## src/hw/rtl/cbts_pkg.sv

```systemverilog
// types and constants of the can bit-timing search
package cbts_pkg;

    // field widths
    localparam int CLK_W   = 27;
    localparam int BAUD_W  = 20;
    localparam int PDIV_W  = 4;
    localparam int WORD_W  = 15;

    // search ranges
    localparam int DIV_W   = 4;
    localparam int QNT_W   = 6;
    localparam int SEG_W   = 5;
    localparam int QD_W    = 10;
    localparam int PROD_W  = 14;

    localparam logic [DIV_W-1:0] DIV_MAX    = 4'd15;
    localparam logic [QNT_W-1:0] QUANTA_MIN = 6'd1;
    localparam logic [QNT_W-1:0] QUANTA_MAX = 6'd32;
    localparam logic [SEG_W-1:0] SEGS_MIN   = 5'd3;
    localparam logic [SEG_W-1:0] SEGS_MAX   = 5'd17;
    localparam logic [2:0]       SJW_MAX    = 3'd3;

    // main clock after reset
    localparam logic [CLK_W-1:0] CLK_RESET  = 27'd48000000;

    // sequencer states
    typedef enum logic [1:0] {
        ST_IDLE,
        ST_DIV,
        ST_SEARCH,
        ST_HOLD
    } t_state;

endpackage

```

## src/hw/rtl/cbts_if.sv

```systemverilog
// request and result channels of the can bit-timing search
interface cbts_in_if;
    import cbts_pkg::*;

    logic              valid;
    logic              ready;
    logic [BAUD_W-1:0] rate_bps;

    modport source (output valid, output rate_bps, input ready);
    modport sink   (input valid, input rate_bps, output ready);
endinterface

interface cbts_out_if;
    import cbts_pkg::*;

    logic              valid;
    logic              ready;
    logic              found;
    logic [PDIV_W-1:0] prescale_div;
    logic [WORD_W-1:0] bit_timing_word;

    modport source (output valid, output found, output prescale_div,
                    output bit_timing_word, input ready);
    modport sink   (input valid, input found, input prescale_div,
                    input bit_timing_word, output ready);
endinterface

```

## src/hw/rtl/can_bit_timing_search.sv

```systemverilog
// can bit-timing search: finds prescaler and segment timing for a bit rate
//
// i_in carries a requested bit rate (rate_bps); o_out returns one result per
// request: found, prescale_div and the packed bit_timing_word. i_cfg_we with
// i_cfg_wdata sets the main clock frequency; write it only while idle.
// A request is taken only in the idle state; the block then works on it alone.
// The clock-per-bit count comes from a shift-subtract divider and is loaded
// into a register; then one (divider, quanta, segments) candidate is checked
// per cycle by comparing the product of its three values with that count, up
// to 16*32*15 = 7680 candidates, until a hit or the last one. The result then
// passes through a hold state into the output register. A zero bit rate skips
// the divide and search and goes straight to the hold state. The sequencer
// returns to idle as the output register is filled, so a new request is taken
// only once the block is through with the last one.
// The result sits in an output register; the block returns to idle and takes
// the next request even while that result waits for o_out.ready. A second
// result stalls in a hold state until the output register frees up.
// Reset (synchronous, active low) empties the output register, returns the
// sequencer to idle and sets the main clock to 48 MHz.
module can_bit_timing_search (
    input  logic                       i_clk,
    input  logic                       i_rst_n,
    cbts_in_if.sink                    i_in,
    cbts_out_if.source                 o_out,
    input  logic                       i_cfg_we,
    input  logic [cbts_pkg::CLK_W-1:0] i_cfg_wdata
);
    import cbts_pkg::*;

    t_state r_state, n_state;

    logic [CLK_W-1:0]  r_main_clock_hz;
    logic [BAUD_W-1:0] r_baud;
    logic [CLK_W-1:0]  r_cycles;

    // search counters
    logic [DIV_W-1:0]  r_div;
    logic [QNT_W-1:0]  r_quanta;
    logic [SEG_W-1:0]  r_segs;
    logic [QD_W-1:0]   r_qd;
    logic [PROD_W-1:0] r_prod;

    // pending and output results
    logic              r_res_found;
    logic [PDIV_W-1:0] r_res_pdiv;
    logic [WORD_W-1:0] r_res_word;
    logic              r_out_valid;
    logic              r_out_found;
    logic [PDIV_W-1:0] r_out_pdiv;
    logic [WORD_W-1:0] r_out_word;

    // sequencer outputs
    logic in_ready;
    logic accept;
    logic div_start;
    logic search_step;
    logic hold_load;

    logic             div_done;
    logic [CLK_W-1:0] quotient;

    // candidate evaluation
    logic             hit;
    logic             seg_wrap;
    logic             qnt_wrap;
    logic             last;
    logic [4:0]       div_p1;
    logic [4:0]       div_p2;
    logic [QD_W-1:0]  qd_next;
    logic [PROD_W-1:0] prod_qd;
    logic [PROD_W-1:0] prod_div;
    logic [3:0]       rest;
    logic [2:0]       seg1;
    logic [2:0]       seg2;
    logic [1:0]       sjw;
    logic [WORD_W-1:0] hit_word;

    cbts_div u_div (
        .i_clk      (i_clk),
        .i_rst_n    (i_rst_n),
        .i_start    (div_start),
        .i_dividend (r_main_clock_hz),
        .i_divisor  (r_baud),
        .o_done     (div_done),
        .o_quotient (quotient)
    );

    // handshake
    assign accept = i_in.valid && in_ready;

    // candidate check and next candidate
    always_comb begin
        hit      = (r_cycles == {{(CLK_W-PROD_W){1'b0}}, r_prod});
        seg_wrap = (r_segs == SEGS_MAX);
        qnt_wrap = (r_quanta == QUANTA_MAX);
        last     = seg_wrap && qnt_wrap && (r_div == DIV_MAX);
        div_p1   = {1'b0, r_div} + 5'd1;
        div_p2   = {1'b0, r_div} + 5'd2;
        qd_next  = r_qd + QD_W'(div_p1);
        prod_qd  = PROD_W'({qd_next, 1'b0}) + PROD_W'(qd_next);
        prod_div = PROD_W'({div_p2, 1'b0}) + PROD_W'(div_p2);
    end

    // timing word of the current candidate
    always_comb begin
        rest     = 4'(r_segs - SEGS_MIN);
        seg1     = rest[3:1];
        seg2     = 3'(rest - {1'b0, seg1});
        sjw      = (seg1 > SJW_MAX) ? SJW_MAX[1:0] : seg1[1:0];
        hit_word = {seg2, 1'b0, seg1, sjw, 6'(r_quanta - QUANTA_MIN)};
    end

    // next state
    always_comb begin
        n_state = r_state;
        unique case (r_state)
            ST_IDLE: begin
                if (accept) begin
                    n_state = (i_in.rate_bps == '0) ? ST_HOLD : ST_DIV;
                end
            end
            ST_DIV: begin
                if (div_done) begin
                    n_state = ST_SEARCH;
                end
            end
            ST_SEARCH: begin
                if (hit || last) begin
                    n_state = ST_HOLD;
                end
            end
            ST_HOLD: begin
                if (hold_load) begin
                    n_state = ST_IDLE;
                end
            end
            default: n_state = ST_IDLE;
        endcase
    end

    // sequencer outputs
    always_comb begin
        in_ready    = 1'b0;
        search_step = 1'b0;
        hold_load   = 1'b0;
        unique case (r_state)
            ST_IDLE:   in_ready    = 1'b1;
            ST_DIV:    ;
            ST_SEARCH: search_step = 1'b1;
            ST_HOLD:   hold_load   = !r_out_valid || o_out.ready;
            default:   ;
        endcase
        div_start = accept && (i_in.rate_bps != '0);
    end

    // control registers
    always_ff @(posedge i_clk) begin
        if (!i_rst_n) begin
            r_state         <= ST_IDLE;
            r_out_valid     <= 1'b0;
            r_main_clock_hz <= CLK_RESET;
        end else begin
            r_state <= n_state;
            if (i_cfg_we) begin
                r_main_clock_hz <= i_cfg_wdata;
            end
            if (hold_load) begin
                r_out_valid <= 1'b1;
            end else if (o_out.ready) begin
                r_out_valid <= 1'b0;
            end
        end
    end

    // request capture and search datapath
    always_ff @(posedge i_clk) begin
        if (accept) begin
            r_baud      <= i_in.rate_bps;
            r_res_found <= 1'b0;
            r_res_pdiv  <= '0;
            r_res_word  <= '0;
        end
        if (div_done) begin
            r_cycles <= quotient;
            r_div    <= '0;
            r_quanta <= QUANTA_MIN;
            r_segs   <= SEGS_MIN;
            r_qd     <= QD_W'(1);
            r_prod   <= PROD_W'(SEGS_MIN);
        end
        if (search_step) begin
            if (hit) begin
                r_res_found <= 1'b1;
                r_res_pdiv  <= r_div;
                r_res_word  <= hit_word;
            end else if (seg_wrap && qnt_wrap) begin
                r_div    <= r_div + 1'b1;
                r_quanta <= QUANTA_MIN;
                r_segs   <= SEGS_MIN;
                r_qd     <= QD_W'(div_p2);
                r_prod   <= prod_div;
            end else if (seg_wrap) begin
                r_quanta <= r_quanta + 1'b1;
                r_segs   <= SEGS_MIN;
                r_qd     <= qd_next;
                r_prod   <= prod_qd;
            end else begin
                r_segs   <= r_segs + 1'b1;
                r_prod   <= r_prod + PROD_W'(r_qd);
            end
        end
        if (hold_load) begin
            r_out_found <= r_res_found;
            r_out_pdiv  <= r_res_pdiv;
            r_out_word  <= r_res_word;
        end
    end

    assign i_in.ready            = in_ready;
    assign o_out.valid           = r_out_valid;
    assign o_out.found           = r_out_found;
    assign o_out.prescale_div    = r_out_pdiv;
    assign o_out.bit_timing_word = r_out_word;

endmodule

```

## src/hw/rtl/cbts_div.sv

```systemverilog
// restoring divider, one quotient bit per cycle
module cbts_div (
    input  logic                       i_clk,
    input  logic                       i_rst_n,
    input  logic                       i_start,
    input  logic [cbts_pkg::CLK_W-1:0] i_dividend,
    input  logic [cbts_pkg::BAUD_W-1:0] i_divisor,
    output logic                       o_done,
    output logic [cbts_pkg::CLK_W-1:0] o_quotient
);
    import cbts_pkg::*;

    localparam int CNT_W = $clog2(CLK_W);
    localparam logic [CNT_W-1:0] CNT_LAST = CNT_W'(CLK_W - 1);

    logic              r_busy, n_busy;
    logic              r_done, n_done;
    logic [CNT_W-1:0]  r_cnt;
    logic [BAUD_W-1:0] r_rem;
    logic [CLK_W-1:0]  r_quo;

    logic [BAUD_W:0]   rem_sh;
    logic [BAUD_W:0]   diff;
    logic              ge;

    // one shift-subtract step
    always_comb begin
        rem_sh = {r_rem, r_quo[CLK_W-1]};
        diff   = rem_sh - {1'b0, i_divisor};
        ge     = (rem_sh >= {1'b0, i_divisor});
    end

    // control
    always_comb begin
        n_busy = r_busy;
        n_done = 1'b0;
        if (i_start) begin
            n_busy = 1'b1;
        end else if (r_busy && r_cnt == CNT_LAST) begin
            n_busy = 1'b0;
            n_done = 1'b1;
        end
    end

    always_ff @(posedge i_clk) begin
        if (!i_rst_n) begin
            r_busy <= 1'b0;
            r_done <= 1'b0;
        end else begin
            r_busy <= n_busy;
            r_done <= n_done;
        end
    end

    // datapath
    always_ff @(posedge i_clk) begin
        if (i_start) begin
            r_rem <= '0;
            r_quo <= i_dividend;
            r_cnt <= '0;
        end else if (r_busy) begin
            r_rem <= ge ? diff[BAUD_W-1:0] : rem_sh[BAUD_W-1:0];
            r_quo <= {r_quo[CLK_W-2:0], ge};
            r_cnt <= r_cnt + 1'b1;
        end
    end

    assign o_done     = r_done;
    assign o_quotient = r_quo;

endmodule

```

## src/flat_wrapper.sv

```systemverilog
// flat-port wrapper written by rule: the top's interface ports become plain ports
module can_bit_timing_search_flat import cbts_pkg::*;
  (i_clk, i_rst_n, i_cfg_we, i_cfg_wdata, i_in_valid, i_in_rate_bps, i_in_ready, o_out_valid, o_out_found, o_out_prescale_div, o_out_bit_timing_word, o_out_ready);
  cbts_in_if i_in_i ();
  cbts_out_if o_out_i ();
  input  logic i_clk;
  input  logic i_rst_n;
  input  logic i_cfg_we;
  input  logic [cbts_pkg::CLK_W-1:0] i_cfg_wdata;
  input wire logic [$bits(i_in_i.valid)-1:0] i_in_valid;
  input wire logic [$bits(i_in_i.rate_bps)-1:0] i_in_rate_bps;
  output wire logic [$bits(i_in_i.ready)-1:0] i_in_ready;
  output wire logic [$bits(o_out_i.valid)-1:0] o_out_valid;
  output wire logic [$bits(o_out_i.found)-1:0] o_out_found;
  output wire logic [$bits(o_out_i.prescale_div)-1:0] o_out_prescale_div;
  output wire logic [$bits(o_out_i.bit_timing_word)-1:0] o_out_bit_timing_word;
  input wire logic [$bits(o_out_i.ready)-1:0] o_out_ready;
  assign i_in_i.valid = i_in_valid;
  assign i_in_i.rate_bps = i_in_rate_bps;
  assign i_in_ready = i_in_i.ready;
  assign o_out_valid = o_out_i.valid;
  assign o_out_found = o_out_i.found;
  assign o_out_prescale_div = o_out_i.prescale_div;
  assign o_out_bit_timing_word = o_out_i.bit_timing_word;
  assign o_out_i.ready = o_out_ready;
  can_bit_timing_search u_core (.i_clk(i_clk), .i_rst_n(i_rst_n), .i_in(i_in_i), .o_out(o_out_i), .i_cfg_we(i_cfg_we), .i_cfg_wdata(i_cfg_wdata));
endmodule
```

## config.mk

```make
export PLATFORM = sky130hd
export DESIGN_NAME = can_bit_timing_search_flat
export DESIGN_NICKNAME = d
export VERILOG_FILES = /design/src/hw/rtl/cbts_pkg.sv /design/src/hw/rtl/cbts_if.sv /design/src/hw/rtl/can_bit_timing_search.sv /design/src/hw/rtl/cbts_div.sv /design/src/flat_wrapper.sv
export SDC_FILE = /design/constraint.sdc
export NUM_CORES = 1
export LEC_CHECK = 0
export BUFFER_PORTS_ARGS = -buffer_cell sky130_fd_sc_hd__buf_2
export CAP_MARGIN = 20
export CORE_UTILIZATION = 45
export DETAILED_ROUTE_END_ITERATION = 8
export PLACE_DENSITY_LB_ADDON = 0.12
export SLEW_MARGIN = 30
export SYNTH_ARGS = -nofsm -noshare
export SYNTH_HDL_FRONTEND = slang
export SYNTH_HIERARCHICAL = 1
export SYNTH_SLANG_ARGS = --single-unit
export TNS_END_PERCENT = 50
```

## constraint.sdc

```tcl
create_clock -name i_clk -period 10.8 [get_ports i_clk]
set_input_delay 0.54 -clock i_clk [delete_from_list [all_inputs] [get_ports i_clk]]
set_output_delay 0.54 -clock i_clk [all_outputs]
set_load 0.005 [all_outputs]
```

==> impl_metrics.csv <==
group,metric,value,unit
status,outcome,"finished clean",
logic_synthesis,yosys.area.top_type_share,25.6,%
placed_design,io_buffers,73,
grt,grt_max_degree,55,
grt,antenna_found_initial,0,
setup_path,cp-start-kind,"flop",
floorplanning,die_y,159,microns
logic_synthesis,async_reset_ff_share,0,%
logic_synthesis,synth_nets,1204,
drt,wl_per_cell,15.7,microns
drt,via_per_inst,5.37,
floorplanning,boundaryPins,74,
setup_path,cp_common_cell,"ha_1",
timing,timing_hold_violations_final,0,
drt,vias,7935,
timing,skew,0.00964,ns
pwr,ir_worst_vdd,0.163,mV
logic_synthesis,yosys_warnings,6,
flow_run,cap_violations,0,
timing,setup_viol,0,
drt,route.detailed.drc,0,
clock_tree,htreeDepth,1,
logic_synthesis,syn_inst,1083,
logic_synthesis,syn_area_per_cell,10.2,sq um
floorplanning,fp.dieW,159,microns
setup_path,reg2reg_slack,7.09,ns
setup_path,crit_path_end,"u_core/r_prod[11]",
placed_design,dp_hpwl,16400,microns
setup_path,end_kind,"flop",
timing,slew-limit-headroom,38.4,%
floorplanning,core,23800,sq um
pwr,cellPowerDensity,229,nW/um^2
grt,grt_pass1_wl,38000,microns
setup_path,reg2regPathDepth,14,
grt,track_usage,19.1,%
grt,grt_pass1_vias,7485,
drt,drtAntennaViolNets,0,
logic_synthesis,syn_area,11000,sq um
final_layout,nets,1261,
placed_design,gp_congestion,0.851,
setup_path,worstPathArrival,4.13,ns
pwr,p_leak,4.99,nW
drt,drt_pre_antenna_iters,6,
setup_path,critPathKind,"flop to flop",
clock_tree,clk_path_buf_depth,3,
timing,finalMaxSlewViolations,0,
floorplanning,start_util,46.5,%
clock_tree,cts.repair.resized,0,
setup_path,r2r_end,"u_core/r_prod[11]",
setup_path,path_cells,"inv_1 -> ha_1 -> fa_1 -> and2b_1 -> o22a_4 -> nand3_1 -> xnor2_1 -> ha_1 -> nand2_1 -> nor4_1 -> a211o_1 -> and4_1 -> nor2_1 -> o311ai_1",
clock_tree,cts.sinks,210,
clock_tree,root_buffer,"clkbuf_16",
logic_synthesis,yosys_register_bits,210,
clock_tree,cts_made_buffers,24,
timing,worst_pin_slew,0.913,ns
grt,grt_overflow,0,
setup_path,r2r-start,"u_core/r_div[0]",
clock_tree,insertion_delay,0.51,ns
timing,fin_crit_sh,34.4,%
logic_synthesis,synth_top_cell_by_area,"edfxtp_1",
logic_synthesis,synth_area_leaders,"edfxtp_1, dfxtp_1, ha_1, mux2i_1, o21ai_0",
timing,max_freq,0.270,GHz
timing,fin_crit,3.71,ns
clock_tree,clk_pin_slew,0.06,ns
setup_path,worstPathMaxFanout,9,
clock_tree,hold_buffers,0,
logic_synthesis,ys_seq_area_share,46.6,%
min_path,hold_path.class,"primary input to flop",
final_layout,diodes,0,
logic_synthesis,synth_edf_count,94,
logic_synthesis,ys.flop_type,"dfxtp_1",
logic_synthesis,synth_cell_types,83,
setup_path,required,11.22,ns
final_layout,post-route-util,52.7,%
timing,setup_tns,0,ns
setup_path,cp_slowest_stage_delay,0.47,ns
floorplanning,die-area,25200,sq um
timing,rsz0062_at_grt,"no",
clock_tree,cts_setup_buffers,0,
drt,routed_wl,23300,microns
drt,drt_iter0_drc,410,
setup_path,startpoint,"u_core/r_div[0]",
clock_tree,cts_tree,"yes",
setup_path,cp_slowest_cell,"dfxtp_1",
final_layout,syn_to_final_growth,13.3,%
min_path,worstHoldStart,"i_in_rate_bps[10]",
final_layout,drive_above_1_share,14.9,%
floorplanning,rows,56,
registers in the layout, summed over array words and instances (netlist names), 2 cells and up:
register	flops
u_core/r_qd	10
u_core/u_div/r_rem	20
u_core/r_prod	14
u_core/r_baud	20
u_core/u_div/o_quotient	27
u_core/r_res_pdiv	4
u_core/r_state	2
u_core/r_cycles	27
u_core/r_main_clock_hz	27
u_core/u_div/r_cnt	5
u_core/r_div	4
u_core/r_quanta	6
u_core/r_segs	5
u_core/o_out.bit_timing_word	15
u_core/o_out.prescale_div	4
u_core/r_res_word	15
area by class of cell:
class | count | area (sq um)
clock inverter | 14 | 175
timing repair buffer | 79 | 410
sequential | 210 | 5150
inverter | 61 | 229
tap | 319 | 399
fill | 2175 | 11200
multi-input combinational | 764 | 5500
clock buffer | 30 | 654
worst max-delay path: cells and delay by family, from the launching register on:
kind	cells	cell delay, ns
AO/OA/AOI/OAI	3	0.66
XOR/XNOR	1	0.19
adder cells (fa/ha/maj)	3	1.08
buffers and inverters	1	0.12
flip-flops	1	0.47
AND/OR/NAND/NOR	6	1.10
kinds of logic after synthesis:
| group | Yosys count | share of synthesized area (%) |
|---|---|---|
| adders and majority gates | 70 | 8.26 |
| buffers and inverters | 109 | 3.92 |
| DFF | 210 | 46.6 |
| muxes | 70 | 6.67 |
| xor gates and xnor gates | 64 | 5.33 |
| and+or+nand+nor | 319 | 14.7 |
| AOI/OAI and AO/OA | 241 | 14.5 |
per-stage QoR:
| stage | hold WS [ns] | power [mW] | cell area (sq um) | setup WS (ns) | std cells |
|---|---|---|---|---|---|
| finish | 0.218 | 2.86 | 12500 | 7.09 | 1477 |
| global route | 0.193 | 3.04 | 12500 | 6.79 | 1477 |
| CTS | 0.190 | 2.88 | 12500 | 7.09 | 1477 |
| detailed placement | 0.415 | 2.03 | 11700 | 7.07 | 1433 |
| global placement | 0.412 | 2.01 | 11700 | 7.15 | 1433 |
| floorplan | 0.400 | 1.82 | 11000 | 7.33 | 1083 |
cell usage after synthesis (3+ instances only):
library cell and number:
a21o_1 14, nand3b_1 14, nand3_1 41, inv_1 59, edfxtp_1 94, fa_1 5
o2111ai_1 4, nand4_1 11, xor2_1 26, o21a_1 9, nand2b_1 16, a21oi_1 37
o21ai_1 5, nor2_1 78, mux2_2 28, a22oi_1 3, clkbuf_1 30, o211ai_1 9
o21bai_1 6, o22ai_1 6, nor3b_1 7, o21ai_0 77, nand2_1 65, or3_1 3
a211oi_1 23, o221ai_1 3, a31oi_1 10, nor2b_1 23, mux2i_1 41, xnor2_1 35
and3_1 13, buf_2 7, buf_1 8, nor3_1 15, dfxtp_1 116, a221oi_1 3
nor4_1 15, ha_1 64
power breakdown:
part | internal [mW] | total (mW) | switching (mW)
registers | 1.01 | 1.11 | 0.0950
logic | 0.389 | 0.908 | 0.519
clock network | 0.524 | 0.848 | 0.324
total | 1.93 | 2.86 | 0.938
worst min path at each step:
stage,to,slack [ns],depth (start not counted)
floorplan,u_core/o_out.bit_timing_word[11],0.40,0
global placement,u_core/o_out.prescale_div[3],0.41,0
detailed placement,u_core/o_out.prescale_div[3],0.42,0
CTS,u_core/r_baud[10],0.19,1
global route,u_core/r_baud[9],0.19,1
finish,u_core/r_baud[10],0.22,1
layout by cell type, fill, tap and decap left out, types with 6 or more instances in the layout:
master,n
nand2b_1,16
nor3b_1,7
nand2_1,64
nor2b_1,21
xor2_1,26
o22ai_1,6
dfxtp_1,115
buf_4,6
nand3_1,41
nor3_1,15
mux2i_1,41
inv_1,58
a31oi_1,10
nor2_1,76
a21oi_1,37
ha_1,64
a211oi_1,23
nor4_1,15
nand4_1,11
buf_2,73
a21o_1,14
mux2_2,28
o21a_1,9
nand3b_1,14
edfxtp_1,94
and3_1,13
xnor2_1,35
o21bai_1,6
clkbuf_16,25
o21ai_0,77
o211ai_1,9
metal layers:
| metal | vias up | global-route usage [%] | wire length (microns) |
|---|---|---|---|
| met5 | - | 0 | 0 |
| met4 | 0 | 5.27 | 521 |
| met3 | 31 | 2.31 | 728 |
| met2 | 133 | 31.7 | 10600 |
| met1 | 3718 | 26.0 | 11400 |
| li1 | 4053 | - | - |
(Power assumes the default switching activity.)
